<file path="config.mk">
export PLATFORM = sky130hd
export DESIGN_NAME = draw_command_text_parser
export DESIGN_NICKNAME = d
export VERILOG_FILES = /design/src/hdl/dctp_pkg.sv /design/src/hdl/dctp_word_match.sv /design/src/hdl/dctp_parser.sv /design/src/hdl/draw_command_text_parser.sv
export VERILOG_INCLUDE_DIRS = /design/src /design/src/hdl
export SDC_FILE = /design/constraint.sdc
export NUM_CORES = 1
export LEC_CHECK = 0
export BUFFER_PORTS_ARGS = -buffer_cell sky130_fd_sc_hd__buf_2
export CORE_UTILIZATION = 45
export CTS_BUF_LIST = sky130_fd_sc_hd__clkbuf_16
export CTS_CLUSTER_SIZE = 30
export DETAILED_ROUTE_END_ITERATION = 16
export PLACE_DENSITY = 0.66
export SLEW_MARGIN = 25
export SYNTH_ARGS = -nofsm -noshare
export SYNTH_HDL_FRONTEND = slang
export SYNTH_HIERARCHICAL = 1
export SYNTH_SLANG_ARGS = --single-unit
</file>
<file path="constraint.sdc">
create_clock -name clk -period 11.5 [get_ports clk]
set_input_delay 1.15 -clock clk [delete_from_list [all_inputs] [get_ports clk]]
set_output_delay 1.15 -clock clk [all_outputs]
set_load 0.02 [all_outputs]
</file>
<file path="src/hdl/assert_macros.svh">
// Assertion macros used by the parser RTL.
`ifndef ASSERT_MACROS_SVH
`define ASSERT_MACROS_SVH

// Same-cycle implication, sampled on clk and disabled while rst is high.
`define DCTP_ASSERT_IMP(label, ante, cons) \
  label: assert property (@(posedge clk) disable iff (rst) (ante) |-> (cons)) \
    else $error("dctp assertion failed");

// Next-cycle implication, sampled on clk and disabled while rst is high.
`define DCTP_ASSERT_NXT(label, ante, cons) \
  label: assert property (@(posedge clk) disable iff (rst) (ante) |=> (cons)) \
    else $error("dctp assertion failed");

`endif

</file>
<file path="src/hdl/dctp_pkg.sv">
// Types, character codes and name tables for the drawing command text parser.
package dctp_pkg;

  localparam int CHAR_BITS      = 8;
  localparam int COORD_OUT_BITS = 12;
  localparam int NUMBER_BITS    = 16;
  localparam int NUM_SLOTS      = 4;
  localparam int SLOT_BITS      = 2;
  localparam int NAME_CHARS     = 6;
  localparam int KIND_COUNT     = 4;
  localparam int COLOUR_COUNT   = 6;
  localparam int COLOUR_BITS    = 3;
  localparam int CFG_INDEX_BITS = 2;
  localparam int CFG_DATA_BITS  = 12;

  typedef logic [CHAR_BITS-1:0] char_t;
  typedef char_t [0:NAME_CHARS-1] name_t;

  // Character codes with a meaning of their own.
  localparam char_t CH_NEWLINE = 8'd10;
  localparam char_t CH_SPACE   = 8'd32;
  localparam char_t CH_COLON   = 8'd58;
  localparam char_t CH_COMMA   = 8'd44;
  localparam char_t CH_SEMI    = 8'd59;
  localparam char_t CH_ZERO    = 8'd48;
  localparam char_t CH_NINE    = 8'd57;

  // Configuration register indexes and their reset values.
  localparam logic [CFG_INDEX_BITS-1:0] REG_FULL_WIDTH  = 2'd0;
  localparam logic [CFG_INDEX_BITS-1:0] REG_FULL_HEIGHT = 2'd1;
  localparam logic [CFG_DATA_BITS-1:0]  FULL_WIDTH_RST  = 12'd640;
  localparam logic [CFG_DATA_BITS-1:0]  FULL_HEIGHT_RST = 12'd480;

  typedef enum logic [1:0] {
    KIND_BCKG   = 2'd0,
    KIND_LINE_H = 2'd1,
    KIND_LINE_V = 2'd2,
    KIND_RECT   = 2'd3
  } kind_t;

  typedef enum logic [COLOUR_BITS-1:0] {
    CLR_RED    = 3'd0,
    CLR_GREEN  = 3'd1,
    CLR_BLUE   = 3'd2,
    CLR_YELLOW = 3'd3,
    CLR_WHITE  = 3'd4,
    CLR_BLACK  = 3'd5
  } paint_t;

  typedef enum logic [1:0] {
    PH_KEYWORD = 2'd0,
    PH_NUMBERS = 2'd1,
    PH_COLOUR  = 2'd2
  } phase_t;

  // Name tables; short names are padded with spaces that the length excludes.
  localparam name_t KW_NAME [KIND_COUNT] = '{"BCKG  ", "LINE_H", "LINE_V", "RECT  "};
  localparam int    KW_LEN  [KIND_COUNT] = '{4, 6, 6, 4};
  localparam name_t CLR_NAME [COLOUR_COUNT] =
    '{"RED   ", "GREEN ", "BLUE  ", "YELLOW", "WHITE ", "BLACK "};
  localparam int    CLR_LEN  [COLOUR_COUNT] = '{3, 5, 4, 6, 5, 5};

  // Result of matching the word buffer against the keyword and colour names.
  typedef struct packed {
    logic    kw_hit;
    kind_t   kw_kind;
    logic    clr_hit;
    paint_t  clr_code;
  } match_t;

  // One command record as it leaves the parser.
  typedef struct packed {
    kind_t                     kind;
    paint_t                    colour;
    logic [COORD_OUT_BITS-1:0] x_start;
    logic [COORD_OUT_BITS-1:0] x_end;
    logic [COORD_OUT_BITS-1:0] y_start;
    logic [COORD_OUT_BITS-1:0] y_end;
    logic [NUMBER_BITS-1:0]    number;
  } record_t;

endpackage

</file>
<file path="src/hdl/dctp_word_match.sv">
// Compares the word buffer with the keyword names and the colour names.
module dctp_word_match #(
  parameter int WORD_CHARS = 8,
  parameter int FILL_BITS  = $clog2(WORD_CHARS + 1)
) (
  input  dctp_pkg::char_t        word_chars [WORD_CHARS],
  input  logic [FILL_BITS-1:0]   word_fill,
  output dctp_pkg::match_t       match
);
  import dctp_pkg::*;

  // A name matches when the fill equals its length and every stored char agrees.
  always_comb begin
    logic hit;
    hit   = 1'b0;
    match = '0;
    for (int k = 0; k < KIND_COUNT; k++) begin
      hit = (word_fill == FILL_BITS'(KW_LEN[k]));
      for (int j = 0; j < NAME_CHARS; j++) begin
        if (j < KW_LEN[k] && word_chars[j] != KW_NAME[k][j]) begin
          hit = 1'b0;
        end
      end
      if (hit) begin
        match.kw_hit  = 1'b1;
        match.kw_kind = kind_t'(2'(k));
      end
    end
    for (int k = 0; k < COLOUR_COUNT; k++) begin
      hit = (word_fill == FILL_BITS'(CLR_LEN[k]));
      for (int j = 0; j < NAME_CHARS; j++) begin
        if (j < CLR_LEN[k] && word_chars[j] != CLR_NAME[k][j]) begin
          hit = 1'b0;
        end
      end
      if (hit) begin
        match.clr_hit  = 1'b1;
        match.clr_code = paint_t'(COLOUR_BITS'(k));
      end
    end
  end

endmodule

</file>
<file path="src/hdl/dctp_parser.sv">
// Line parser: holds the per-line state and handles one character per step.
`include "assert_macros.svh"

module dctp_parser #(
  parameter int MAX_LINE_CHARS = 128,
  parameter int COORD_BITS     = 12,
  parameter int WORD_CHARS     = 8
) (
  input  logic                                  clk,
  input  logic                                  rst,
  input  logic                                  step_en,
  input  dctp_pkg::char_t                       ch,
  input  logic [dctp_pkg::CFG_DATA_BITS-1:0]    full_width,
  input  logic [dctp_pkg::CFG_DATA_BITS-1:0]    full_height,
  output logic                                  rec_valid,
  output dctp_pkg::record_t                     rec
);
  import dctp_pkg::*;

  localparam int FILL_BITS = $clog2(WORD_CHARS + 1);
  localparam int IDX_BITS  = $clog2(WORD_CHARS);
  localparam int LEN_BITS  = $clog2(MAX_LINE_CHARS + 1);
  localparam int PROD_BITS = COORD_BITS + 4;
  localparam int WIDE_BITS = (COORD_BITS > COORD_OUT_BITS) ? COORD_BITS : COORD_OUT_BITS;

  // Line state.
  phase_t                 phase;
  phase_t                 phase_next;
  char_t                  word_chars [WORD_CHARS];
  logic [FILL_BITS-1:0]   word_fill;
  logic [LEN_BITS-1:0]    line_len;
  logic [COORD_BITS-1:0]  num [NUM_SLOTS];
  logic [SLOT_BITS-1:0]   slot;
  logic                   bad;
  kind_t                  kind;
  logic [NUMBER_BITS-1:0] count;

  // Character decode.
  logic                   is_nl;
  logic                   take;
  logic                   overlong;
  logic                   live;
  logic                   is_digit;
  logic                   kw_colon;
  logic                   num_digit;
  logic                   num_comma;
  logic                   num_semi;
  logic                   num_other;
  logic                   word_put;
  logic                   word_full;
  logic                   at_last;
  logic                   set_bad;
  logic                   emit;
  match_t                 match;

  // Number accumulation and output coordinates.
  logic [PROD_BITS-1:0]   prod_ext;
  logic [PROD_BITS-1:0]   prod;
  logic [COORD_BITS-1:0]  digit_next;
  logic [WIDE_BITS-1:0]   wide_v  [NUM_SLOTS];
  logic [COORD_OUT_BITS-1:0] coord_v [NUM_SLOTS];

  dctp_word_match #(
    .WORD_CHARS (WORD_CHARS),
    .FILL_BITS  (FILL_BITS)
  ) u_match (
    .word_chars (word_chars),
    .word_fill  (word_fill),
    .match      (match)
  );

  // Classify the incoming character against the current phase.
  always_comb begin
    is_nl     = (ch == CH_NEWLINE);
    take      = !is_nl && (ch != CH_SPACE) && !bad;
    overlong  = take && (line_len == LEN_BITS'(MAX_LINE_CHARS));
    live      = take && !overlong;
    is_digit  = (ch >= CH_ZERO) && (ch <= CH_NINE);
    kw_colon  = live && (phase == PH_KEYWORD) && (ch == CH_COLON);
    num_digit = live && (phase == PH_NUMBERS) && is_digit;
    num_comma = live && (phase == PH_NUMBERS) && (ch == CH_COMMA);
    num_semi  = live && (phase == PH_NUMBERS) && (ch == CH_SEMI);
    num_other = live && (phase == PH_NUMBERS) && !is_digit &&
                (ch != CH_COMMA) && (ch != CH_SEMI);
    word_put  = live && (((phase == PH_KEYWORD) && (ch != CH_COLON)) ||
                         (phase == PH_COLOUR));
    word_full = (word_fill == FILL_BITS'(WORD_CHARS));
    at_last   = (kind == KIND_RECT) ? (slot == SLOT_BITS'(3)) : (slot == SLOT_BITS'(2));
    set_bad   = overlong || (kw_colon && !match.kw_hit) || (num_comma && at_last) ||
                (num_semi && !at_last) || num_other || (word_put && word_full);
    emit      = is_nl && !bad && (phase == PH_COLOUR) && match.clr_hit;
  end

  // Multiply-by-ten accumulate with saturation at the coordinate maximum.
  always_comb begin
    prod_ext   = PROD_BITS'(num[slot]);
    prod       = (prod_ext << 3) + (prod_ext << 1) + PROD_BITS'(4'(ch - CH_ZERO));
    digit_next = (prod > PROD_BITS'({COORD_BITS{1'b1}})) ? {COORD_BITS{1'b1}}
                                                         : prod[COORD_BITS-1:0];
  end

  // Next parse phase.
  always_comb begin
    phase_next = phase;
    if (step_en) begin
      if (is_nl) begin
        phase_next = PH_KEYWORD;
      end else if (kw_colon && match.kw_hit) begin
        phase_next = (match.kw_kind == KIND_BCKG) ? PH_COLOUR : PH_NUMBERS;
      end else if (num_semi && at_last) begin
        phase_next = PH_COLOUR;
      end
    end
  end

  // Control state of the line and the running command number.
  always_ff @(posedge clk) begin
    if (rst) begin
      phase     <= PH_KEYWORD;
      word_fill <= '0;
      line_len  <= '0;
      slot      <= '0;
      bad       <= 1'b0;
      kind      <= KIND_BCKG;
      count     <= '0;
      for (int i = 0; i < NUM_SLOTS; i++) begin
        num[i] <= '0;
      end
    end else begin
      phase <= phase_next;
      if (step_en) begin
        if (is_nl) begin
          word_fill <= '0;
          line_len  <= '0;
          slot      <= '0;
          bad       <= 1'b0;
          kind      <= KIND_BCKG;
          for (int i = 0; i < NUM_SLOTS; i++) begin
            num[i] <= '0;
          end
          if (emit) begin
            count <= count + NUMBER_BITS'(1);
          end
        end else begin
          if (set_bad) begin
            bad <= 1'b1;
          end
          if (live) begin
            line_len <= line_len + LEN_BITS'(1);
          end
          if (kw_colon && match.kw_hit) begin
            kind      <= match.kw_kind;
            word_fill <= '0;
          end
          if (word_put && !word_full) begin
            word_fill <= word_fill + FILL_BITS'(1);
          end
          if (num_digit) begin
            num[slot] <= digit_next;
          end
          if (num_comma && !at_last) begin
            slot <= slot + SLOT_BITS'(1);
          end
        end
      end
    end
  end

  // Word buffer; only entries below the fill are ever compared.
  always_ff @(posedge clk) begin
    if (step_en && !is_nl && word_put && !word_full) begin
      word_chars[word_fill[IDX_BITS-1:0]] <= ch;
    end
  end

  // Coordinates are cut or padded to the output width.
  always_comb begin
    for (int i = 0; i < NUM_SLOTS; i++) begin
      wide_v[i]  = WIDE_BITS'(num[i]);
      coord_v[i] = wide_v[i][COORD_OUT_BITS-1:0];
    end
  end

  // Record assembly for the line that the newline closes.
  always_comb begin
    rec_valid   = step_en && emit;
    rec.kind    = kind;
    rec.colour  = match.clr_code;
    rec.number  = count;
    case (kind)
      KIND_BCKG: begin
        rec.x_start = '0;
        rec.x_end   = full_width;
        rec.y_start = '0;
        rec.y_end   = full_height;
      end
      KIND_LINE_H: begin
        rec.x_start = coord_v[0];
        rec.x_end   = coord_v[1];
        rec.y_start = coord_v[2];
        rec.y_end   = coord_v[2];
      end
      KIND_LINE_V: begin
        rec.x_start = coord_v[0];
        rec.x_end   = coord_v[0];
        rec.y_start = coord_v[1];
        rec.y_end   = coord_v[2];
      end
      default: begin
        rec.x_start = coord_v[0];
        rec.x_end   = coord_v[1];
        rec.y_start = coord_v[2];
        rec.y_end   = coord_v[3];
      end
    endcase
  end

  // A newline always returns the line to a clean keyword phase.
  `DCTP_ASSERT_NXT(a_nl_clears, step_en && is_nl, phase == PH_KEYWORD && line_len == '0 && !bad && word_fill == '0)
  // The command number advances by one exactly on an emitted record.
  `DCTP_ASSERT_NXT(a_count_step, rec_valid, count == NUMBER_BITS'($past(count) + NUMBER_BITS'(1)))
  `DCTP_ASSERT_NXT(a_count_hold, !rec_valid, $stable(count))
  // Only line keywords ever reach the number phase.
  `DCTP_ASSERT_IMP(a_numbers_kind, phase == PH_NUMBERS, kind != KIND_BCKG)

endmodule

</file>
<file path="src/hdl/draw_command_text_parser.sv">
// Top level: input register, configuration registers, parser and result register.
// A result is registered when the newline that closes its line leaves the input register.
// Throughput: one character per cycle as long as each result is taken when it appears.
// A result left waiting holds the character behind it, so input stalls until it is taken.
// Reset (rst, synchronous) empties both registers, clears the line state and the command
// number, and sets full_width to 640 and full_height to 480.
module draw_command_text_parser #(
  parameter int MAX_LINE_CHARS = 128,
  parameter int COORD_BITS     = 12,
  parameter int WORD_CHARS     = 8
) (
  input  logic                                  clk,
  input  logic                                  rst,
  input  logic                                  in_valid,
  output logic                                  in_ready,
  input  logic [dctp_pkg::CHAR_BITS-1:0]        char_code,
  output logic                                  out_valid,
  input  logic                                  out_ready,
  output logic [1:0]                            command_kind,
  output logic [dctp_pkg::COLOUR_BITS-1:0]      colour_code,
  output logic [dctp_pkg::COORD_OUT_BITS-1:0]   x_start,
  output logic [dctp_pkg::COORD_OUT_BITS-1:0]   x_end,
  output logic [dctp_pkg::COORD_OUT_BITS-1:0]   y_start,
  output logic [dctp_pkg::COORD_OUT_BITS-1:0]   y_end,
  output logic [dctp_pkg::NUMBER_BITS-1:0]      command_number,
  input  logic                                  cfg_valid,
  output logic                                  cfg_ready,
  input  logic [dctp_pkg::CFG_INDEX_BITS-1:0]   cfg_index,
  input  logic [dctp_pkg::CFG_DATA_BITS-1:0]    cfg_data
);
  import dctp_pkg::*;

  logic                     in_full;
  char_t                    in_char;
  logic                     fire;
  logic                     rec_valid;
  record_t                  rec;
  record_t                  out_rec;
  logic [CFG_DATA_BITS-1:0] full_width;
  logic [CFG_DATA_BITS-1:0] full_height;

  // The held character moves on when the result register can take a record.
  assign fire      = in_full && (!out_valid || out_ready);
  assign in_ready  = !in_full || fire;
  assign cfg_ready = 1'b1;

  // Input register.
  always_ff @(posedge clk) begin
    if (rst) begin
      in_full <= 1'b0;
    end else if (in_valid && in_ready) begin
      in_full <= 1'b1;
    end else if (fire) begin
      in_full <= 1'b0;
    end
  end

  always_ff @(posedge clk) begin
    if (in_valid && in_ready) begin
      in_char <= char_code;
    end
  end

  // Configuration registers.
  always_ff @(posedge clk) begin
    if (rst) begin
      full_width  <= FULL_WIDTH_RST;
      full_height <= FULL_HEIGHT_RST;
    end else if (cfg_valid) begin
      case (cfg_index)
        REG_FULL_WIDTH:  full_width  <= cfg_data;
        REG_FULL_HEIGHT: full_height <= cfg_data;
        default: ;
      endcase
    end
  end

  dctp_parser #(
    .MAX_LINE_CHARS (MAX_LINE_CHARS),
    .COORD_BITS     (COORD_BITS),
    .WORD_CHARS     (WORD_CHARS)
  ) u_parser (
    .clk         (clk),
    .rst         (rst),
    .step_en     (fire),
    .ch          (in_char),
    .full_width  (full_width),
    .full_height (full_height),
    .rec_valid   (rec_valid),
    .rec         (rec)
  );

  // Result register.
  always_ff @(posedge clk) begin
    if (rst) begin
      out_valid <= 1'b0;
    end else if (fire && rec_valid) begin
      out_valid <= 1'b1;
    end else if (out_ready) begin
      out_valid <= 1'b0;
    end
  end

  always_ff @(posedge clk) begin
    if (fire && rec_valid) begin
      out_rec <= rec;
    end
  end

  assign command_kind   = out_rec.kind;
  assign colour_code    = out_rec.colour;
  assign x_start        = out_rec.x_start;
  assign x_end          = out_rec.x_end;
  assign y_start        = out_rec.y_start;
  assign y_end          = out_rec.y_end;
  assign command_number = out_rec.number;

endmodule

</file>
==> metrics.md, run 1 <==
| Metric | Value |
|---|---|
| Status | finished clean |
| Area growth syn-to-layout | 14.5% |
| Count of nets after finishing | 1070 |
| Max incr delay on CP | 720 ps |
| GRT Total Usage | 19.1% |
| Peak supply drop | 0.0958 mV |
| Total grt overflow | 0 |
| Pint | 1.45 mW |
| Final Slew Violations | 0 |
| Clock transition at the registers of the reported paths | 60 ps |
| Diodes inserted | 0 |
| Crit path time final | 4380 ps |
| RePlAce Congestion | 0.925 |
| Clk pwr share | 45.1% |
| Largest net degree at the start of global routing | 76 |
| Overall Power | 1.86 mW |
| Hold Vio Cnt, Final | 0 |
| CP max FO | 44 |
| Worst skew pair latency | 540 ps |
| Hold_buf cts | 0 |
| Max clock buf depth | 3 |
| Core area | 24400 sq um |
| Starting density of the core | 46.0% |
| Fmax | 0.228 GHz |
| Share of cells above drive strength 1 | 18.4% |
| Crit path cell chain | mux4_2 > fa_1 > inv_1 > fa_1 > nand2b_1 > a21oi_1 > o211ai_1 > a21o_1 > a211oi_4 > buf_4 > a21oi_1 |
| First-pass DRT Iterations | 5 |
| Arrival @ worst endpoint | 4620 ps |
| FF-to-FF path depth | 11 |
| Post_cts resized | 0 |
| Layout Skew | 27.1 ps |
| Routed len/inst | 18.2 microns |
| Mapped Area | 11200 sq um |
| Worst path bufs/invs | 2 |
| Static Leak | 4.69 nW |
| Postcts setup bufs | 0 |
| Vias in the first global route | 7250 |
| Iteration-0 DRC count of the detailed router | 604 |
| RSZ-0062 raised after global routing | false |
| CP required | 11740 ps |
| Final worst path period share | 38.1% |
| Hold Crit Class | register to register |
| Mapped Cells | 921 |
| Drt via density | 5.66 |
| Syn_area_per_cell | 12.2 sq um |
| Crit path depth | 11 |
| Horiz. Die Dim | 160 microns |
| H-Tree Depth | 1 |
| Drt total wl | 24700 microns |
| Seq pwr share | 50.8% |
| Die height | 160 microns |
| Row count | 57 |
| DIE AREA | 25600 sq um |
| DRC | 0 |
| Worst Setup End Kind | register |
| Cell Pwr Density | 144 nW/um^2 |
| First-pass GRT wire length | 38900 microns |
| Setup violators final | 0 |
| IO Count | 99 |
| DP HPWL | 16800 microns |
| CP delay by family, top | compound AO/OA/AOI/OAI gates |
| CTS buffer count | 26 |
| WHS Path Cells | 0 |
| Slew @ Worst Pin | 1030 ps |
| Net switching power | 0.402 mW |
| YS warnings | 6 |
| Via count | 7648 |
| Sw Share | 21.7% |
| Worst Setup Start Kind | register |
| Antenna-violating nets left | 0 |
| Crit path kind | register to register |
| TNS Setup | 0 ps |
| CP max stage cell | dfxtp_1 |
| Slew headroom | 31.3% |
| Initial antenna violation count | 0 |
| Combinational Power Share | 4.1% |
| CTS tree | built |
| Max_cap viols | 0 |
| Clock Root Buffer | clkbuf_16 |
| Net Count, Synth | 982 |
| Clock sinks | 236 |
| I/O Buffers | 97 |
[metal layers]
metal / routed length (microns) / track usage (%)
met5: 0 / 0
met4: 416 / 4.59
met3: 1590 / 3.12
met2: 11000 / 30.0
met1: 11600 / 27.8
[registers in the layout (all words and copies together), names as in the netlist, named ones only]
| signal | cells |
|---|---|
| u_parser/phase | 2 |
| u_parser/kind | 2 |
| full_width | 12 |
| y_end | 12 |
| command_kind | 2 |
| y_start | 12 |
| u_parser/num | 48 |
| command_number | 16 |
| u_parser/word_chars | 48 |
| u_parser/count | 16 |
| u_parser/word_fill | 4 |
| out_valid | 1 |
| u_parser/line_len | 8 |
| u_parser/slot | 2 |
| in_full | 1 |
| colour_code | 3 |
| full_height | 12 |
| x_start | 12 |
| u_parser/bad | 1 |
| in_char | 8 |
| x_end | 12 |
[per-stage QoR]
step	hold slack (ps)	std cells	utilization, %	worst slack (ps)	cell area (sq um)
floorplan	429	921	-	5800	11200
global placement	438	1305	49.1	7210	12000
detailed placement	451	1305	49.1	7140	12000
CTS	467	1352	52.7	7100	12800
global route	474	1352	52.7	6910	12800
finish	465	1352	52.7	7120	12800
[path summary, 6_finish.rpt]
check                             startpoint                          endpoint  slack [ps]
max reg2reg                         register  u_parser/num[2][3]$_SDFFCE_PN0P_        7120
min          u_parser/count[15]$_SDFFE_PP0P_      command_number[15]$_DFFE_PP_         470
max                                 register  u_parser/num[2][3]$_SDFFCE_PN0P_        7120
min reg2reg  u_parser/count[15]$_SDFFE_PP0P_      command_number[15]$_DFFE_PP_         470
[power groups by stage]
stage	Sequential (mW)	Clock [mW]	Combinational, mW
6_report	0.943	0.838	0.0760
5_1_grt	0.945	0.887	0.0837
4_1_cts	0.943	0.856	0.0759
3_5_place_dp	0.962	0	0.0752
3_3_place_gp	0.961	0	0.0746
2_1_floorplan	0.951	0	0.0557
[area by class of cell]
class | count | area [sq um]
multi-input combinational | 619 | 4500
fill | 2079 | 11500
clock inverter | 21 | 219
tap | 324 | 405
sequential | 236 | 6460
timing repair buffer | 102 | 523
clock buffer | 26 | 651
inverter | 24 | 90.1
[placed cells by master (no fill, tap or decap), drive strengths merged, types with 12 or more instances in the layout]
cell	count
nand3	21
clkbuf	26
buf	102
a21oi	85
nor2b	33
nor3	20
mux2i	55
nand2	47
dfxtp	63
a22o	13
o21ai	32
mux4	12
nor2	55
or3	12
nand4	19
ha	32
inv	30
a211oi	15
edfxtp	173
nand2b	35
xnor2	12
Power figures use the tool's default switching activity.
==> run 2, diff against run 1 <==
--- a/config.mk
+++ b/config.mk
@@ -6,12 +6,13 @@
 export SDC_FILE = /design/constraint.sdc
 export NUM_CORES = 1
 export LEC_CHECK = 0
+export ABC_AREA = 1
 export BUFFER_PORTS_ARGS = -buffer_cell sky130_fd_sc_hd__buf_2
 export CORE_UTILIZATION = 45
 export CTS_BUF_LIST = sky130_fd_sc_hd__clkbuf_16
 export CTS_CLUSTER_SIZE = 30
 export DETAILED_ROUTE_END_ITERATION = 16
-export PLACE_DENSITY = 0.66
+export PLACE_DENSITY = 0.68
 export SLEW_MARGIN = 25
 export SYNTH_ARGS = -nofsm -noshare
 export SYNTH_HDL_FRONTEND = slang
==> constraint.sdc (replaced) <==
create_clock -name clk -period 3.9 [get_ports clk]
set_input_delay 0.39 -clock clk [delete_from_list [all_inputs] [get_ports clk]]
set_output_delay 0.39 -clock clk [all_outputs]
set_load 0.02 [all_outputs]
==> metrics.md, run 2 <==
| Metric | Value |
|---|---|
| Largest net degree at the start of global routing | 49 (-36%) |
| Postcts setup bufs | 0 (unchanged) |
| Clk pwr share | 43.8% (-1.3 points) |
| Clock Root Buffer | clkbuf_16 |
| Static Leak | 5.79 nW (+23%) |
| Starting density of the core | 45.7% (-0.29 points) |
| Pint | 4.29 mW (+190%) |
| Fin cells | 1807 (+34%) |
| Overall Power | 5.58 mW (+200%) |
| Layout Skew | 24.8 ps (-2.24 ps) |
| Initial antenna violation count | 0 (unchanged) |
| Post_cts resized | 0 (unchanged) |
| Crit path time final | 3600 ps (-782 ps) |
| Hold Vio Cnt, Final | 0 (unchanged) |
| Placed insts | 1761 (+35%) |
| RSZ-0062 raised after global routing | false |
| Fmax | 0.278 GHz (+22%) |
| Drt via density | 5.22 (-7.7%) |
| Peak supply drop | 0.301 mV (+210%) |
| Place WS | 458 ps (-6680 ps) |
| Fill count | 2356 (+13%) |
| DP HPWL | 20900 microns (+24%) |
| Most common cell after layout, fill and taps aside | nand2_1 |
| Net switching power | 1.29 mW (+220%) |
| Worst Setup Start Kind | register |
| Share of cells above drive strength 1 | 13.9% (-4.5 points) |
| Final Slew Violations | 0 (unchanged) |
| CTS buffer count | 25 (-3.8%) |
| Area growth syn-to-layout | 14.0% |
| Seq pwr share | 50.2% (-0.6 points) |
| Setup WS post-layout | 301 ps (-6820 ps) |
| Slew headroom | 34.3% (+3.0 points) |
| Status | finished clean |
| Max_cap viols | 0 (unchanged) |
| Final worst path period share | 92.3% (+54 points) |
| Core area | 25900 sq um (+6.2%) |
| Footprint of the multi-input gates | 4370 sq um (-3.0%) |
| Cell Pwr Density | 413 nW/um^2 (+190%) |
| Clock sinks | 236 (unchanged) |
| Hold Slack | 38.0 ps (-427 ps) |
| Clock transition at the registers of the reported paths | 60 ps (about the same) |
| IO Count | 99 (unchanged) |
| RePlAce Congestion | 0.921 (-0.38%) |
| Setup violators final | 0 (unchanged) |
| Slew @ Worst Pin | 982 ps (-44.2 ps) |
| Diodes inserted | 0 (unchanged) |
| Crit path kind | register to register |
| Routed len/inst | 16.1 microns (-12%) |
| Combinational Power Share | 6.0% (+1.9 points) |
| Horiz. Die Dim | 164 microns (+2.7%) |
| Sw Share | 23.1% (+1.4 points) |
| Syn_area_per_cell | 8.76 sq um (-28%) |
| CP required | 4170 ps (-7570 ps) |
| Antenna-violating nets left | 0 (unchanged) |
| TNS Setup | 0 ps (unchanged) |
| Count of nets after finishing | 1514 (+41%) |
| DIE AREA | 27000 sq um (+5.5%) |
| Via count | 9439 (+23%) |
| Area occupied by registers | 6460 sq um (about the same) |
| Iteration-0 DRC count of the detailed router | 923 (+53%) |
| Arrival @ worst endpoint | 3870 ps (-750 ps) |
| Net Count, Synth | 1413 (+44%) |
| DRC | 0 (unchanged) |
| CP max FO | 15 (-66%) |
| H-Tree Depth | 1 (unchanged) |
| Row count | 59 (+3.5%) |
| Hold Crit Class | primary input to register |
| GRT Total Usage | 21.4% (+2.3 points) |
| Mapped Cells | 1352 (+47%) |
| Drt total wl | 29200 microns (+18%) |
| Die height | 164 microns (+2.7%) |
| Max clock buf depth | 3 (unchanged) |
| Total grt overflow | 0 (unchanged) |
| Vias in the first global route | 8394 (+16%) |
| Worst Setup End Kind | register |
| I/O Buffers | 97 (unchanged) |
| CTS tree | built |
| YS warnings | 6 (unchanged) |
| Worst skew pair latency | 530 ps (about the same) |
| Hold_buf cts | 0 (unchanged) |
| First-pass GRT wire length | 44800 microns (+15%) |
| Mapped Area | 11800 sq um (+5.6%) |
| First-pass DRT Iterations | 5 (unchanged) |
| Most frequent cells in the layout | 300 x nand2_1, 206 x inv_1, 180 x nor2_1, 173 x edfxtp_1, 97 x buf_2 |
run 2: changes by cell type in the layout (fill, tap and decap cells not counted), sizes merged, moves of 17 or more:
cell,delta
nand2b,-35
nand2,+262
a21oi,-33
a22oi,+17
o21ai,+28
nand3,+63
nor2b,-33
inv,+193
mux2i,-55
nor2,+143
run 2: worst paths after layout:
path,startpoint,to,slack (ps),depth (start not counted)
min,char_code[5],in_char[5]$_DFFE_PP_,40,1
min reg2reg,u_parser/count[14]$_SDFFE_PP0P_,command_number[14]$_DFFE_PP_,430,0
max reg2reg,register,u_parser/num[3][6]$_SDFFCE_PN0P_,300,15
max,register,u_parser/num[3][6]$_SDFFCE_PN0P_,300,15
run 2: worst max-delay path, stage by stage (launching register included):
cell and delay [ps]:
dfxtp_1 420, inv_2 250, o21ai_0 140, o21ai_0 510, ha_1 350, ha_1 340, inv_1 100, o21ai_0 120
nor2_1 120, nand3_1 110, xor2_1 160, nor2_1 140, buf_4 240, nand3_1 200, nand2_1 120, inv_1 40
run 2: per-stage QoR:
stage               instance area [sq um]  utilization, %
finish                              13500            52.1
global route                        13500            52.1
CTS                                 13500            52.1
detailed placement                  12700            48.8
global placement                    12700            48.8
floorplan                           11800               -
run 2: layout make-up:
cell class	instances	area share, %
Tap cell	335	3.11
Inverter	220	6.13
Clock buffer	25	4.63
Clock inverter	21	1.62
Sequential cell	236	47.8
Timing Repair Buffer	110	4.32
Multi-Input combinational cell	860	32.4
run 2: power by group through the flow:
stage | combinational (mW) | clock (mW) | sequential (mW)
final | 0.335 | 2.44 | 2.80
after global routing | 0.372 | 2.57 | 2.80
after CTS | 0.332 | 2.49 | 2.80
after detailed placement | 0.330 | 0 | 2.85
after global placement | 0.324 | 0 | 2.85
after floorplan | 0.228 | 0 | 2.83
run 2: layer usage:
layer	vias up	wire (microns)	part of all wire, %	global-route usage (%)
met5	-	0	0	0
met4	0	704	2.4	5.89
met3	50	2370	8.1	2.55
met2	427	13200	45	34.3
met1	4335	12900	44	30.5
li1	4627	-	-	-
